--- config.mk ---
export PLATFORM = sky130hd
export DESIGN_NAME = round_robin_thread_scheduler_core
export DESIGN_NICKNAME = d
export VERILOG_FILES = /design/src/hdl/rrts_pkg.sv /design/src/hdl/rrts_ram.sv /design/src/hdl/round_robin_thread_scheduler_core.sv
export SDC_FILE = /design/constraint.sdc
export NUM_CORES = 1
export LEC_CHECK = 0
export BUFFER_PORTS_ARGS = -buffer_cell sky130_fd_sc_hd__buf_2
export CORE_AREA = 2 2 335 337
export DETAILED_ROUTE_END_ITERATION = 6
export DIE_AREA = 0 0 337 339
export GPL_TIMING_DRIVEN = 0
export PLACE_DENSITY = 0.69
export SYNTH_ARGS = -nofsm -noshare
export SYNTH_HDL_FRONTEND = slang
export SYNTH_SLANG_ARGS = --single-unit
export TNS_END_PERCENT = 100
--- constraint.sdc ---
create_clock -name aclk -period 8.26 [get_ports aclk]
set_input_delay 0.413 -clock aclk [delete_from_list [all_inputs] [get_ports aclk]]
set_output_delay 0.413 -clock aclk [all_outputs]
set_load 0.05 [all_outputs]
--- src/hdl/rrts_pkg.sv ---
// ----------------------------------------------------------------------------
// rrts_pkg
// shared types and constants for the round-robin thread scheduler
// ----------------------------------------------------------------------------
package rrts_pkg;

    localparam int THR_W  = 6;    // thread index and thread count width
    localparam int DATA_W = 32;   // delay counter width
    localparam int MASK_W = 32;   // ready mask port width

    localparam logic [THR_W-1:0] NONE_RUNNING = 6'd63;

    localparam logic [1:0] OP_TICK  = 2'd0;
    localparam logic [1:0] OP_DELAY = 2'd1;
    localparam logic [1:0] OP_SCHED = 2'd2;

    typedef enum logic [1:0] {
        ST_IDLE,
        ST_TICK,
        ST_SCHED,
        ST_OUT
    } rrts_state_t;

endpackage

--- src/hdl/rrts_ram.sv ---
// ----------------------------------------------------------------------------
// rrts_ram
// generic single-write, single-read ram with registered read data
// ----------------------------------------------------------------------------
module rrts_ram #(
    parameter int WIDTH = 32,
    parameter int DEPTH = 32
) (
    input  logic                                   aclk,
    input  logic                                   wr_en,
    input  logic [((DEPTH > 1) ? $clog2(DEPTH) : 1)-1:0] wr_addr,
    input  logic [WIDTH-1:0]                       wr_data,
    input  logic                                   rd_en,
    input  logic [((DEPTH > 1) ? $clog2(DEPTH) : 1)-1:0] rd_addr,
    output logic [WIDTH-1:0]                       rd_data
);

    logic [WIDTH-1:0] mem [DEPTH];
    logic [WIDTH-1:0] rd_data_reg;

    always_ff @(posedge aclk) begin
        if (wr_en) begin
            mem[wr_addr] <= wr_data;
        end
        if (rd_en) begin
            rd_data_reg <= mem[rd_addr];
        end
    end

    assign rd_data = rd_data_reg;

endmodule

--- src/hdl/round_robin_thread_scheduler_core.sv ---
// ----------------------------------------------------------------------------
// round_robin_thread_scheduler_core
// round-robin scheduler over a ready bitmap with per-thread delay counters
// ----------------------------------------------------------------------------
// One item at a time: s_ready is high only while the sequencer is idle, and
// the result item sits in an output register until m_ready takes it. A tick
// walks the delay counter ram one thread per cycle through a one-deep read
// pipeline, then presents the result. A schedule (or delay then schedule),
// once accepted in idle, steps the round-robin index by one thread per cycle
// through a single incrementer and compare until it finds a ready thread, or
// picks idle when nothing is ready, and then presents the result. Code 3 and
// a refused delay offer their result from the edge that accepts them. Writing
// cfg_wdata (only while idle) readies every registered thread at once and
// clears all delay counters through per-entry valid bits, so no clearing pass
// is needed.
module round_robin_thread_scheduler_core
    import rrts_pkg::*;
#(
    parameter int MAX_THREADS = 32
) (
    input  logic              aclk,
    input  logic              aresetn,

    input  logic              cfg_we,
    input  logic [THR_W-1:0]  cfg_wdata,

    input  logic              s_valid,
    output logic              s_ready,
    input  logic [1:0]        s_operation,
    input  logic [DATA_W-1:0] s_delay_ticks,

    output logic              m_valid,
    input  logic              m_ready,
    output logic [THR_W-1:0]  m_next_thread,
    output logic              m_switch_request,
    output logic [MASK_W-1:0] m_ready_mask,
    output logic              m_delay_ignored
);

    // bit index into the ready and valid vectors (thread i lives at bit i-1)
    localparam int RB_W = (MAX_THREADS > 1) ? $clog2(MAX_THREADS) : 1;
    // largest thread count: MAX_THREADS + 1, capped at 63 for the 6-bit register
    localparam logic [THR_W-1:0] COUNT_MAX =
        THR_W'((MAX_THREADS + 1 > 63) ? 63 : MAX_THREADS + 1);

    rrts_state_t              state_reg, state_next;
    logic [THR_W-1:0]         count_reg, count_next;
    logic [MAX_THREADS-1:0]   ready_reg, ready_next;
    logic [MAX_THREADS-1:0]   cvalid_reg, cvalid_next;   // counter entry written since clear
    logic [THR_W-1:0]         rr_reg, rr_next;
    logic [THR_W-1:0]         run_reg, run_next;
    logic [THR_W-1:0]         tick_idx_reg, tick_idx_next;
    logic                     pend_reg, pend_next;
    logic [THR_W-1:0]         pend_thr_reg, pend_thr_next;

    logic                     m_valid_reg, m_valid_next;
    logic [THR_W-1:0]         nt_reg, nt_next;
    logic                     sw_reg, sw_next;
    logic [MASK_W-1:0]        mask_reg, mask_next;
    logic                     ign_reg, ign_next;

    // counter ram port
    logic                     ram_we;
    logic [RB_W-1:0]          ram_waddr;
    logic [DATA_W-1:0]        ram_wdata;
    logic                     ram_re;
    logic [RB_W-1:0]          ram_raddr;
    logic [DATA_W-1:0]        ram_rdata;

    // working values
    logic [THR_W-1:0]         cfg_sat;
    logic [MAX_THREADS-1:0]   reg_mask;
    logic                     load_out;
    logic                     out_sw;
    logic                     out_ign;
    logic [THR_W-1:0]         out_thr;
    logic                     tick_issue;
    logic [DATA_W-1:0]        cnt_cur;
    logic [DATA_W-1:0]        cnt_dec;
    logic [THR_W:0]           rr_inc;
    logic [THR_W-1:0]         cand;
    logic [63:0]              mask_wide;

    function automatic logic [RB_W-1:0] bit_idx(input logic [THR_W-1:0] thr);
        logic [THR_W-1:0] t;
        t = thr - THR_W'(1);
        return t[RB_W-1:0];
    endfunction

    rrts_ram #(
        .WIDTH (DATA_W),
        .DEPTH (MAX_THREADS)
    ) u_cnt_ram (
        .aclk    (aclk),
        .wr_en   (ram_we),
        .wr_addr (ram_waddr),
        .wr_data (ram_wdata),
        .rd_en   (ram_re),
        .rd_addr (ram_raddr),
        .rd_data (ram_rdata)
    );

    // saturated count and registered-thread mask for a config write
    always_comb begin
        cfg_sat = cfg_wdata;
        if (cfg_sat == '0) begin
            cfg_sat = THR_W'(1);
        end
        if (cfg_sat > COUNT_MAX) begin
            cfg_sat = COUNT_MAX;
        end
        for (int i = 0; i < MAX_THREADS; i++) begin
            reg_mask[i] = (i + 1) < int'(cfg_sat);
        end
    end

    always_ff @(posedge aclk) begin
        if (!aresetn) begin
            state_reg   <= ST_IDLE;
            count_reg   <= THR_W'(1);
            ready_reg   <= '0;
            cvalid_reg  <= '0;
            rr_reg      <= '0;
            run_reg     <= NONE_RUNNING;
            pend_reg    <= 1'b0;
            m_valid_reg <= 1'b0;
        end else begin
            state_reg   <= state_next;
            count_reg   <= count_next;
            ready_reg   <= ready_next;
            cvalid_reg  <= cvalid_next;
            rr_reg      <= rr_next;
            run_reg     <= run_next;
            pend_reg    <= pend_next;
            m_valid_reg <= m_valid_next;
        end
    end

    // payload and walk registers, no reset needed
    always_ff @(posedge aclk) begin
        tick_idx_reg <= tick_idx_next;
        pend_thr_reg <= pend_thr_next;
        nt_reg       <= nt_next;
        sw_reg       <= sw_next;
        mask_reg     <= mask_next;
        ign_reg      <= ign_next;
    end

    always_comb begin
        state_next    = state_reg;
        count_next    = count_reg;
        ready_next    = ready_reg;
        cvalid_next   = cvalid_reg;
        rr_next       = rr_reg;
        run_next      = run_reg;
        tick_idx_next = tick_idx_reg;
        pend_next     = pend_reg;
        pend_thr_next = pend_thr_reg;
        m_valid_next  = m_valid_reg;
        nt_next       = nt_reg;
        sw_next       = sw_reg;
        mask_next     = mask_reg;
        ign_next      = ign_reg;

        ram_we    = 1'b0;
        ram_waddr = bit_idx(pend_thr_reg);
        ram_wdata = '0;
        ram_re    = 1'b0;
        ram_raddr = bit_idx(tick_idx_reg);

        load_out = 1'b0;
        out_sw   = 1'b0;
        out_ign  = 1'b0;
        out_thr  = rr_reg;

        tick_issue = tick_idx_reg < count_reg;
        cnt_cur    = cvalid_reg[bit_idx(pend_thr_reg)] ? ram_rdata : '0;
        cnt_dec    = cnt_cur - DATA_W'(1);
        rr_inc     = {1'b0, rr_reg} + (THR_W+1)'(1);
        cand       = (rr_inc >= {1'b0, count_reg}) ? THR_W'(1) : rr_inc[THR_W-1:0];

        case (state_reg)
            ST_IDLE: begin
                if (cfg_we) begin
                    count_next  = cfg_sat;
                    ready_next  = reg_mask;
                    cvalid_next = '0;
                end
                if (s_valid) begin
                    case (s_operation)
                        OP_TICK: begin
                            tick_idx_next = THR_W'(1);
                            pend_next     = 1'b0;
                            state_next    = ST_TICK;
                        end
                        OP_DELAY: begin
                            if (rr_reg == '0 || rr_reg >= count_reg) begin
                                // idle or unregistered thread: refuse the delay
                                out_ign  = 1'b1;
                                load_out = 1'b1;
                            end else begin
                                ram_we                       = 1'b1;
                                ram_waddr                    = bit_idx(rr_reg);
                                ram_wdata                    = s_delay_ticks;
                                cvalid_next[bit_idx(rr_reg)] = 1'b1;
                                ready_next[bit_idx(rr_reg)]  = 1'b0;
                                state_next                   = ST_SCHED;
                            end
                        end
                        OP_SCHED: begin
                            state_next = ST_SCHED;
                        end
                        default: begin
                            // unused code: present a result, no scheduler state change
                            load_out = 1'b1;
                        end
                    endcase
                end
            end

            ST_TICK: begin
                // issue one counter read per cycle
                if (tick_issue) begin
                    ram_re        = 1'b1;
                    pend_next     = 1'b1;
                    pend_thr_next = tick_idx_reg;
                    tick_idx_next = tick_idx_reg + THR_W'(1);
                end else begin
                    pend_next = 1'b0;
                end
                // retire the counter read last cycle
                if (pend_reg && cnt_cur != '0) begin
                    ram_we    = 1'b1;
                    ram_waddr = bit_idx(pend_thr_reg);
                    ram_wdata = cnt_dec;
                    if (cnt_dec == '0) begin
                        ready_next[bit_idx(pend_thr_reg)] = 1'b1;
                    end
                end
                if (!tick_issue && !pend_reg) begin
                    load_out = 1'b1;
                end
            end

            ST_SCHED: begin
                if (ready_reg == '0) begin
                    rr_next  = '0;
                    out_thr  = '0;
                    out_sw   = run_reg != '0;
                    run_next = '0;
                    load_out = 1'b1;
                end else begin
                    // one round-robin step per cycle
                    rr_next = cand;
                    if (ready_reg[bit_idx(cand)]) begin
                        out_thr  = cand;
                        out_sw   = run_reg != cand;
                        run_next = cand;
                        load_out = 1'b1;
                    end
                end
            end

            ST_OUT: begin
                if (m_ready) begin
                    m_valid_next = 1'b0;
                    state_next   = ST_IDLE;
                end
            end

            default: begin
                state_next = ST_IDLE;
            end
        endcase

        mask_wide = 64'(ready_next);
        if (load_out) begin
            m_valid_next = 1'b1;
            nt_next      = out_thr;
            sw_next      = out_sw;
            ign_next     = out_ign;
            mask_next    = mask_wide[MASK_W-1:0];
            state_next   = ST_OUT;
        end
    end

    assign s_ready          = (state_reg == ST_IDLE);
    assign m_valid          = m_valid_reg;
    assign m_next_thread    = nt_reg;
    assign m_switch_request = sw_reg;
    assign m_ready_mask     = mask_reg;
    assign m_delay_ignored  = ign_reg;

endmodule
Word-level counts from Yosys, hierarchy flattened. Memories as Yosys holds them, arrays and structs flattened. A register that Yosys moved wholly into a read port is not among the register bits. Index checks and enable logic that the tools add are counted. Widths: inputs -> output; s select.

Equality and inequality tests: 13. Muxes and demuxes: 74. $add $sub $neg: 7. Reduce and logical (&&, ||, !) cells: 29. Bitwise gates (word level): 4. Magnitude comparators: 41.

Operator list (number): $mux 32 (17); $pmux 32 s2 (2); $lt 5x6->1 const A (16); $mux 6 (12); $logic_not 32->1 (2); $or 32x32->32 (2); $lt 4x6->1 const A (8); $and 32x32->32 (1); $not 32->32 (1); $reduce_bool 32->1 (1); $sub 32x1->32 const B (1); $lt 3x6->1 const A (4); $mux 1 (24); $mux 5 (4); $sub 5x1->5 const B (4); $lt 5x6->1 const B (3); $logic_not 6->1 (2); $lt 2x6->1 const A (2); $pmux 6 s2 (1); $bmux 1 s5 (2); $demux 1 s5 (2); $ge 5x1->1 const B (2); $mux 2 (4); $reduce_and 2->1 (4); 32 further kinds (47).

Memory bits (writable): 1024. Bits in registers: 137. Memories: 1. Logic and storage cells: 183.

Memory list: u_cnt_ram.mem (depth 32, width 32, rd ports 1, clocked after Yosys merged registers in 1, write ports 1, RTL line rrts_ram.sv:18) `logic [WIDTH-1:0] mem [DEPTH];`.

Longest topological paths before layout. Gate-level depths: netlist of run 1.

Depth in word-level cells: 12. Depth in mapped cells: 24. Depth with buffers taken out: 18.

Modules after synthesis. Synthesis of run 1 repeated with hierarchy kept, for this count alone.

Cell total of the unflattened synthesis: 3453. Area, all modules: 50761.2 um^2.

Modules (own cells, without submodules): rrts_ram (cells an instance 2260, instances 1, area an instance 40812.9 um^2); round_robin_thread_scheduler_core (cells an instance 1193, instances 1, area an instance 9948.3 um^2).

Worst setup path before layout of run 1. OpenSTA, ideal clock, no wires.

Path kind: register to register. From: reg pend_thr_reg[0]. To: mem u_cnt_ram.mem[0][30], data pin. Arrival time: 5699 ps. Data required time: 7806 ps. Clock period less this slack: 6153 ps. Stages on the path, launching flop included: 20. Buffers on the path: 7. Path slack: 2107 ps. Library setup time: 454 ps. Cells stage by stage: edfxtp_1 > buf_2 > inv_1 > ha_1 > clkbuf_1 > mux4_2 > mux2i_1 > a311oi_1 > and2_1 > buf_2 > clkbuf_1 > clkbuf_1 > nand2_1 > ha_1 > clkbuf_1 > buf_1 > nand2_1 > o22ai_1 > nor2_1 > o21ai_0.

Word-level cells in the longest chain between the ends: 8. Elaborated cells between the ends (all ways): 9. Those cells by class: add/sub (2); mux (5); reduce/logical (2).

Ends and longest elaborated chain: from (decl) (RTL line round_robin_thread_scheduler_core.sv:54) `logic [THR_W-1:0] pend_thr_reg, pend_thr_next;`; from (signal assigned) (RTL line round_robin_thread_scheduler_core.sv:142) `pend_thr_reg <= pend_thr_next;`; $sub 5x1->5 (*) (RTL line round_robin_thread_scheduler_core.sv:86) `t = thr - THR_W'(1);`; $bmux 1 s5 (*) (RTL line round_robin_thread_scheduler_core.sv:177) `cnt_cur = cvalid_reg[bit_idx(pend_thr_reg)] ? ram_rdata : '0;`; $mux 1 (implied by the code) (*) (RTL line round_robin_thread_scheduler_core.sv:177); $mux 32 (*) (RTL line round_robin_thread_scheduler_core.sv:177); branches (longest 2 deep; another with $sub 32x1->32); $mux 32 (*) (RTL line round_robin_thread_scheduler_core.sv:232) `if (pend_reg && cnt_cur != '0) begin`; $pmux 32 s2 (*) (RTL line round_robin_thread_scheduler_core.sv:182) `case (state_reg)`; named net ram_wdata[30] (RTL line round_robin_thread_scheduler_core.sv:65) `logic [DATA_W-1:0] ram_wdata;`; to (decl) (RTL line rrts_ram.sv:18).

Mark *: on every way through the listed nets, which the timed path passes. The select of a mux whose other input is x is not followed.

Worst setup path after layout of run 1.
From: reg pend_thr_reg[0]. To: reg mask_reg[23] (netlist: m_ready_mask[23]), data pin.

Word-level cells in the longest chain between the ends: 9. Elaborated cells between the ends (all ways): 17. Those cells by class: add/sub (2); order compare (2); mux (8); bitwise (1); reduce/logical (4).

Ends and longest elaborated chain: $sub 5x1->5 (*) (RTL line round_robin_thread_scheduler_core.sv:86); $bmux 1 s5, or another cell as far along (RTL line round_robin_thread_scheduler_core.sv:177); $mux 1 (implied by the code) / $logic_and 1x1->1 (equally long branches) (RTL line round_robin_thread_scheduler_core.sv:177, round_robin_thread_scheduler_core.sv:237); $mux 32 / $mux 1 (equally long branches) (RTL line round_robin_thread_scheduler_core.sv:177, round_robin_thread_scheduler_core.sv:237); $sub 32x1->32 / $demux 1 s5 (equally long branches) (RTL line round_robin_thread_scheduler_core.sv:178, round_robin_thread_scheduler_core.sv:237); $logic_not 32->1 / $or 32x32->32 (equally long branches); $mux 32 (RTL line round_robin_thread_scheduler_core.sv:236) `if (cnt_dec == '0) begin`; $mux 32 (*) (RTL line round_robin_thread_scheduler_core.sv:232); $pmux 32 s2 (*) (RTL line round_robin_thread_scheduler_core.sv:182); named net ready_next[23] (RTL line round_robin_thread_scheduler_core.sv:48) `logic [MAX_THREADS-1:0] ready_reg, ready_next;`; to (signal assigned) (RTL line round_robin_thread_scheduler_core.sv:145) `mask_reg <= mask_next;`; to (decl) (RTL line round_robin_thread_scheduler_core.sv:59) `logic [MASK_W-1:0] mask_reg, mask_next;`.

Mark *: on every way through the listed nets, which the timed path passes. The rest lies on a longest branch. The select of a mux whose other input is x is not followed. A chain may end at the register's enable or synchronous reset.

==> results of run 1 <==
[tightest hold or removal path, stage by stage]
cell    delay, ns
buf_2        0.13
a21o_1       0.12
o21a_1       0.11
[cells in the final DEF (no fill, tap or decap), types with 21 or more instances in the layout]
cell,n
mux4_2,334
clkbuf_16,118
a22o_1,21
a21oi_1,92
inv_1,39
nor3_1,49
nor4_1,22
clkbuf_1,147
ha_1,35
nor2_4,32
mux2_2,33
a32oi_1,29
xnor2_1,27
nand3_1,34
edfxtp_1,1107
o22ai_1,28
o21ai_0,45
buf_12,26
nor2_1,128
buf_2,91
dfxtp_1,86
clkinv_1,30
nand2_1,131
[metal layers]
layer	up-vias	global-route usage, %
met3	276	4.182
met4	0	7.636
met5	-	0
met2	1624	38.14
met1	14840	34.15
li1	11760	-
[kinds of logic after synthesis]
| group | Yosys count | share of synthesized area (%) |
|---|---|---|
| simple gates | 507 | 4.954 |
| flops | 1193 | 70.60 |
| buf+inv | 195 | 1.521 |
| fa+ha+maj | 35 | 0.8842 |
| mux | 373 | 16.06 |
| compound gates | 384 | 5.207 |
| xor+xnor | 43 | 0.7756 |
[path summary, 6_finish.rpt]
path | startpoint | slack (ns) | cells after the start | to
max | pend_thr_reg[0] | 0.38 | 21 | m_ready_mask[23]
min | s_valid | 0.12 | 3 | state_reg[0]
max reg2reg | pend_thr_reg[0] | 0.38 | 21 | m_ready_mask[23]
min reg2reg | count_reg[5] | 0.45 | 2 | count_reg[5]
[power breakdown]
group          switching [W]  total [W]  internal, W
registers          0.0000933    0.00680      0.00671
logic                0.00142    0.00224     0.000821
clock network        0.00231    0.00510      0.00280
total                0.00382     0.0141       0.0103
[metrics by stage]
stage / TNS [ns] / power (W) / cell area, sq um / hold WS (ns) / utilization, %
after floorplan: 0 / 0.008359 / 49530 / 0.4319 / -
after global placement: -2339.35 / 0.009099 / 51810 / 0.4421 / 46.95
after detailed placement: 0 / 0.009141 / 53060 / 0.4442 / 48.08
after CTS: 0 / 0.01418 / 56710 / 0.07568 / 51.38
after global routing: 0 / 0.01453 / 56740 / 0.1098 / 51.41
final: 0 / 0.01414 / 56740 / 0.1215 / 51.41
[layout make-up]
| class | instances | area, sq um | share of cell area (%) |
|---|---|---|---|
| multi-input cells | 1342 | 14130 | 24.90 |
| well taps | 1488 | 1862 | 3.281 |
| plain buffers | 152 | 594.3 | 1.047 |
| repair buffers | 135 | 1384 | 2.439 |
| clock buffers | 145 | 3064 | 5.400 |
| inverters | 43 | 161.4 | 0.2845 |
| clock inverters | 63 | 581.8 | 1.025 |
| flip-flops and latches | 1193 | 34960 | 61.62 |
[what timing repair did]
item	CTS	global route
gates resized for setup	0	4
setup buffers	0	0
setup endpoints to repair	0	639
==> results_dict.tcl, run 1 <==
set metrics [dict create \
    status "finished, violations left" \
    violations "max-capacitance violations, max-slew violations" \
    layoutNonFillerInstCount 4561 \
    hold_class "in2reg" \
    drtIter0Drc 3990 \
    fin_skew_ns 0.06421 \
    path_cells "buf_2, inv_1, ha_1, clkbuf_1, mux4_2, mux2i_1, a311oi_2, and2_1, buf_2, clkbuf_2, clkbuf_1, nand2_1, ha_1, clkbuf_1, buf_1, nand2_1, o31ai_1, nand2_1, a21oi_4, nand4_1, o21ai_0" \
    tightest_slew_ns 1.499 \
    slew_violations 1 \
    hpwlAfterDp_mm 93.97 \
    nets 3063 \
    yosysWarnings 0 \
    synth-edff-count 1107 \
    htree_num_levels 3 \
    fin_crit_sh_pct 95.39 \
    grt_max_degree 38 \
    yosysSeqAreaShare_pct 70.60 \
    viasPerCell 6.250 \
    setup_ws_ns 0.3811 \
    synth_top_area_share_pct 67.12 \
    end_kind "flop" \
    rsz0062_at_grt "false" \
    drive_gt1_share_pct 24.21 \
    cts_buffers 116 \
    finalSetupViolCount 0 \
    async_reset_ff_share_pct 0 \
    rows 122 \
    largest_reg_flops 1024 \
    synthTopCellsByCount "1107 x edfxtp_1, 334 x mux4_2, 160 x nor2_1, 131 x nand2_1, 122 x clkbuf_1" \
    p_per_area_mw_per_mm2 249.3 \
    syn_area_per_cell_sq_um 18.14 \
    postSynthCellCount 2730 \
    critPathArrivalTime_ns 8.35 \
    syn_area_sq_mm 0.04952 \
    wl_met2_mm 65.83 \
    crit_type "reg2reg" \
    hold_viol_final 0 \
    slew_headroom_pct -0.5076 \
    wl_met1_mm 54.85 \
    crit_fanout 10 \
    io_buffers 85 \
    yosys_most_used_dff "edfxtp_1" \
    insertion_delay_ns 0.75 \
    fillers 8713 \
    power.leakage_nw 18.11 \
    fmax_ghz 0.1269 \
    syn_to_final_growth_pct 14.57 \
    grt_pass1_vias 27710 \
    dp.cells 4352 \
    routed_wl_mm 138.0 \
    path_clk_slew_ns 0.06 \
    antenna_cells 0 \
    die_y_microns 339 \
    dr.pass1.iters 6 \
    cts_buffer_depth 3 \
    routedWlPerCell_microns 30.26 \
    drcViolationCount 0 \
    gp_congestion 0.9768 \
    grt_pass1_wl_mm 197.4 \
    clock_sinks 1193 \
    cts_tree "built" \
    pre_cts_ws_ns 0.01216 \
    synthMostInstantiatedCell "edfxtp_1" \
    synth-seq-cells 1193 \
    clockRootBuffer "clkbuf_16" \
    routed.top_layer "met4" \
    drtAntennaViolNets 0 \
    yosys.area.top_type "edfxtp_1" \
    path_delay_family "buffers and inverters" \
    vdd_drop_max_mv 0.2358 \
    met3RoutedLength_mm 12.80 \
    start_util_pct 44.87 \
    synthDistinctLibCells 81 \
    grt_usage_pct 24.09 \
    cp_slowest_stage_delay_ns 0.61 \
    coreArea_sq_mm 0.1104 \
    die-width_microns 337 \
    antenna_found_initial 1 \
    vias 28510 \
    max_cap_violations 1 \
    synth_area_leaders "edfxtp_1 67%, mux4_2 15%, dfxtp_1 3.5%" \
    io_pins 87 \
    cts_hold_buf 0 \
    crit_slowest_cell "mux4_2" \
    synth_nets 2810 \
    crit_path_start_kind "flop" \
    min_period_ns 7.879 \
    top_register "u_cnt_ram.mem" \
    worst-path-buf-inv 8 \
    die_area_sq_mm 0.1142 \
    overflow 0 \
    cp.required_ns 8.73 \
]
Note: power is estimated with default switching activity, not from simulation.
==> run 2, diff against run 1 <==
--- a/config.mk
+++ b/config.mk
@@ -6,11 +6,13 @@
 export NUM_CORES = 1
 export LEC_CHECK = 0
 export BUFFER_PORTS_ARGS = -buffer_cell sky130_fd_sc_hd__buf_2
+export CAP_MARGIN = 20
 export CORE_AREA = 2 2 335 337
 export DETAILED_ROUTE_END_ITERATION = 6
 export DIE_AREA = 0 0 337 339
 export GPL_TIMING_DRIVEN = 0
 export PLACE_DENSITY = 0.69
+export RECOVER_POWER = 25
 export SYNTH_ARGS = -nofsm -noshare
 export SYNTH_HDL_FRONTEND = slang
 export SYNTH_SLANG_ARGS = --single-unit
==> run 2 against run 1 <==
Compared with the run above:
- the run still ends with max-capacitance violations, max-slew violations left
- fmax decreased by 2.2%
- sequential cell count unchanged
- combinational power about the same
- count of clock-buffer cells in the layout unchanged
- via count increased by 0.13%
- die area unchanged
- core utilization increased by 0.50 points
- hold slack improved by 0.0086 ns
- sequential share of layout area decreased by 0.59 points
- first-iteration DRC count decreased by 0.40%
- total power increased by 2.1%
- largest cell class unchanged
- largest power group unchanged
- highest routed layer unchanged
==> results_dict.tcl, run 2 (synthesized netlist as in run 1, its figures left out) <==
set metrics [dict create \
    status "finished, violations left" \
    violations "max-capacitance violations, max-slew violations" \
    hold_path_depth 3 \
    fin_crit_sh_pct 97.52 \
    cts_hold_buf 0 \
    min_period_ns 8.055 \
    fin_skew_ns 0.07949 \
    grt_usage_pct 24.32 \
    path_cells "buf_2, inv_1, ha_1, clkbuf_1, mux4_2, mux2i_1, a311oi_2, and2_0, clkbuf_2, clkbuf_2, clkbuf_1, nand2_1, ha_1, o21ai_0, nand3_1, o32a_1, nor2_4, buf_12" \
    routed_wl_mm 139.6 \
    grt_max_degree 38 \
    drtAntennaViolNets 0 \
    tightest_slew_ns 1.740 \
    whs_endpoint "count_reg[2]" \
    top_register "u_cnt_ram.mem" \
    setup_ws_ns 0.2048 \
    coreArea_sq_mm 0.1104 \
    power.leakage_nw 18.38 \
    crit_fanout 18 \
    nets 3097 \
    die-width_microns 337 \
    max_cap_violations 2 \
    largest_reg_flops 1024 \
    crit_slowest_cell "nor2_4" \
    insertion_delay_ns 0.75 \
    syn_to_final_growth_pct 15.68 \
    layout_commonest_cell "edfxtp_1" \
    startpoint "pend_thr_reg[0]" \
    crit_type "reg2reg" \
    crit_path_start_kind "flop" \
    min-delay-start "cfg_wdata[2]" \
    viasPerCell 6.195 \
    vdd_drop_max_mv 0.1960 \
    clock_sinks 1193 \
    grt_pass1_wl_mm 199.2 \
    final.setup.tns_ns 0 \
    pre_cts_ws_ns -0.04641 \
    r2r_start "pend_thr_reg[0]" \
    htree_num_levels 3 \
    drtIter0Drc 3974 \
    gp_congestion 0.9768 \
    die_y_microns 339 \
    drive_gt1_share_pct 22.74 \
    grt_pass1_vias 28060 \
    hold_class "in2reg" \
    clockRootBuffer "clkbuf_16" \
    cts_buffers 117 \
    dr.pass1.iters 6 \
    reg2reg_slack_ns 0.20 \
    cts_buffer_depth 3 \
    cp.required_ns 8.66 \
    routedWlPerCell_microns 30.30 \
    die_area_sq_mm 0.1142 \
    vias 28540 \
    fmax_ghz 0.1241 \
    overflow 0 \
    rows 122 \
    rr_endpoint "u_cnt_ram.mem[25][1]" \
    worst-path-buf-inv 7 \
    hold_viol_final 0 \
    path_delay_family "buffers and inverters" \
    finalSetupViolCount 0 \
    io_buffers 85 \
    slew_violations 43 \
    reg2reg_depth 18 \
    antenna_found_initial 0 \
    fillers 8688 \
    end_kind "flop" \
    start_util_pct 44.87 \
    io_pins 87 \
    hpwlAfterDp_mm 95.88 \
    cp_slowest_stage_delay_ns 0.83 \
    path_clk_slew_ns 0.06 \
    cts_tree "built" \
    final_cell_mix "1107 x edfxtp_1, 334 x mux4_2, 195 x clkbuf_1, 131 x nand2_1, 129 x nor2_1" \
    rsz0062_at_grt "false" \
    fin_util_pct 51.91 \
    p_per_area_mw_per_mm2 252.0 \
    slew_headroom_pct -16.12 \
    drcViolationCount 0 \
    critPathArrivalTime_ns 8.45 \
]
## run 2: changes by cell type in the layout (fill, tap and decap cells not counted), moves of 5 or more
cell and change:
buf_2 -41, mux2_2 -19, clkinv_2 +12, o21ai_2 -10, bufinv_16 +7, clkinvlp_4 -5, o21ai_0 +12, mux2_1 +19
buf_8 +16, clkbuf_1 +48
## run 2: how the worst max path moves through the flow
stage | slack [ns] | to | cells past startpoint
after global routing | 0.04 | u_cnt_ram.mem[25][1] | 18
after detailed placement | -0.05 | u_cnt_ram.mem[17][13] | 18
after global placement | -2.27 | u_cnt_ram.mem[16][14] | 17
after CTS | 0.02 | m_ready_mask[23] | 23
final | 0.20 | u_cnt_ram.mem[25][1] | 18
after floorplan | 2.11 | u_cnt_ram.mem[0][30] | 19
## run 2: layer usage
| layer | track usage [%] | vias up | wire [microns] |
|---|---|---|---|
| met4 | 9.617 | 0 | 5442 |
| met1 | 34.24 | 14810 | 55780 |
| met5 | 0 | - | 0 |
| met3 | 4.176 | 281 | 12200 |
| met2 | 37.92 | 1629 | 66170 |
| li1 | - | 11820 | - |
## run 2: worst register-to-register path: cells and delay by family (launching register included)
| family | cells | cell delay [ns] |
|---|---|---|
| buffers and inverters | 7 | 2.65 |
| and+or+nand+nor | 4 | 1.75 |
| AOI/OAI and AO/OA | 3 | 1.63 |
| adders and majority gates | 2 | 0.68 |
| DFF | 1 | 0.57 |
| muxes | 2 | 0.49 |
## run 2: area by class of cell
class	instances	area, sq um	share of cell area, %
clock inverters	75	793.3	1.385
clock buffers	145	3085	5.386
flip-flops and latches	1193	34960	61.03
repair buffers	168	1749	3.053
diodes	1	2.502	0.004368
plain buffers	152	595.6	1.040
multi-input cells	1342	14080	24.57
inverters	43	161.4	0.2817
well taps	1488	1862	3.250
## run 2: per-stage QoR
| stage | hold slack [ns] | cell area (sq um) | cells | total power, W |
|---|---|---|---|---|
| global route | 0.1367 | 57290 | 4606 | 0.01483 |
| finish | 0.1301 | 57290 | 4607 | 0.01444 |
| floorplan | 0.4319 | 49530 | 2730 | 0.008359 |
| detailed placement | 0.4500 | 53350 | 4372 | 0.009175 |
| global placement | 0.4421 | 51810 | 4303 | 0.009099 |
| CTS | 0.09673 | 57260 | 4594 | 0.01448 |
## run 2: repair_timing
| action | in CTS | in global routing |
|---|---|---|
| setup buffers | 2 | 0 |
| endpoints found under the setup margin | 10 | 1013 |
| resized for setup | 0 | 5 |
| pin swaps | 1 | 1 |
## run 2: power by group
part           leakage, nW  switching [W]  internal (W)
Combinational         5.44        0.00143      0.000829
Sequential            11.0      0.0000963       0.00671
Clock                 1.89        0.00233       0.00304
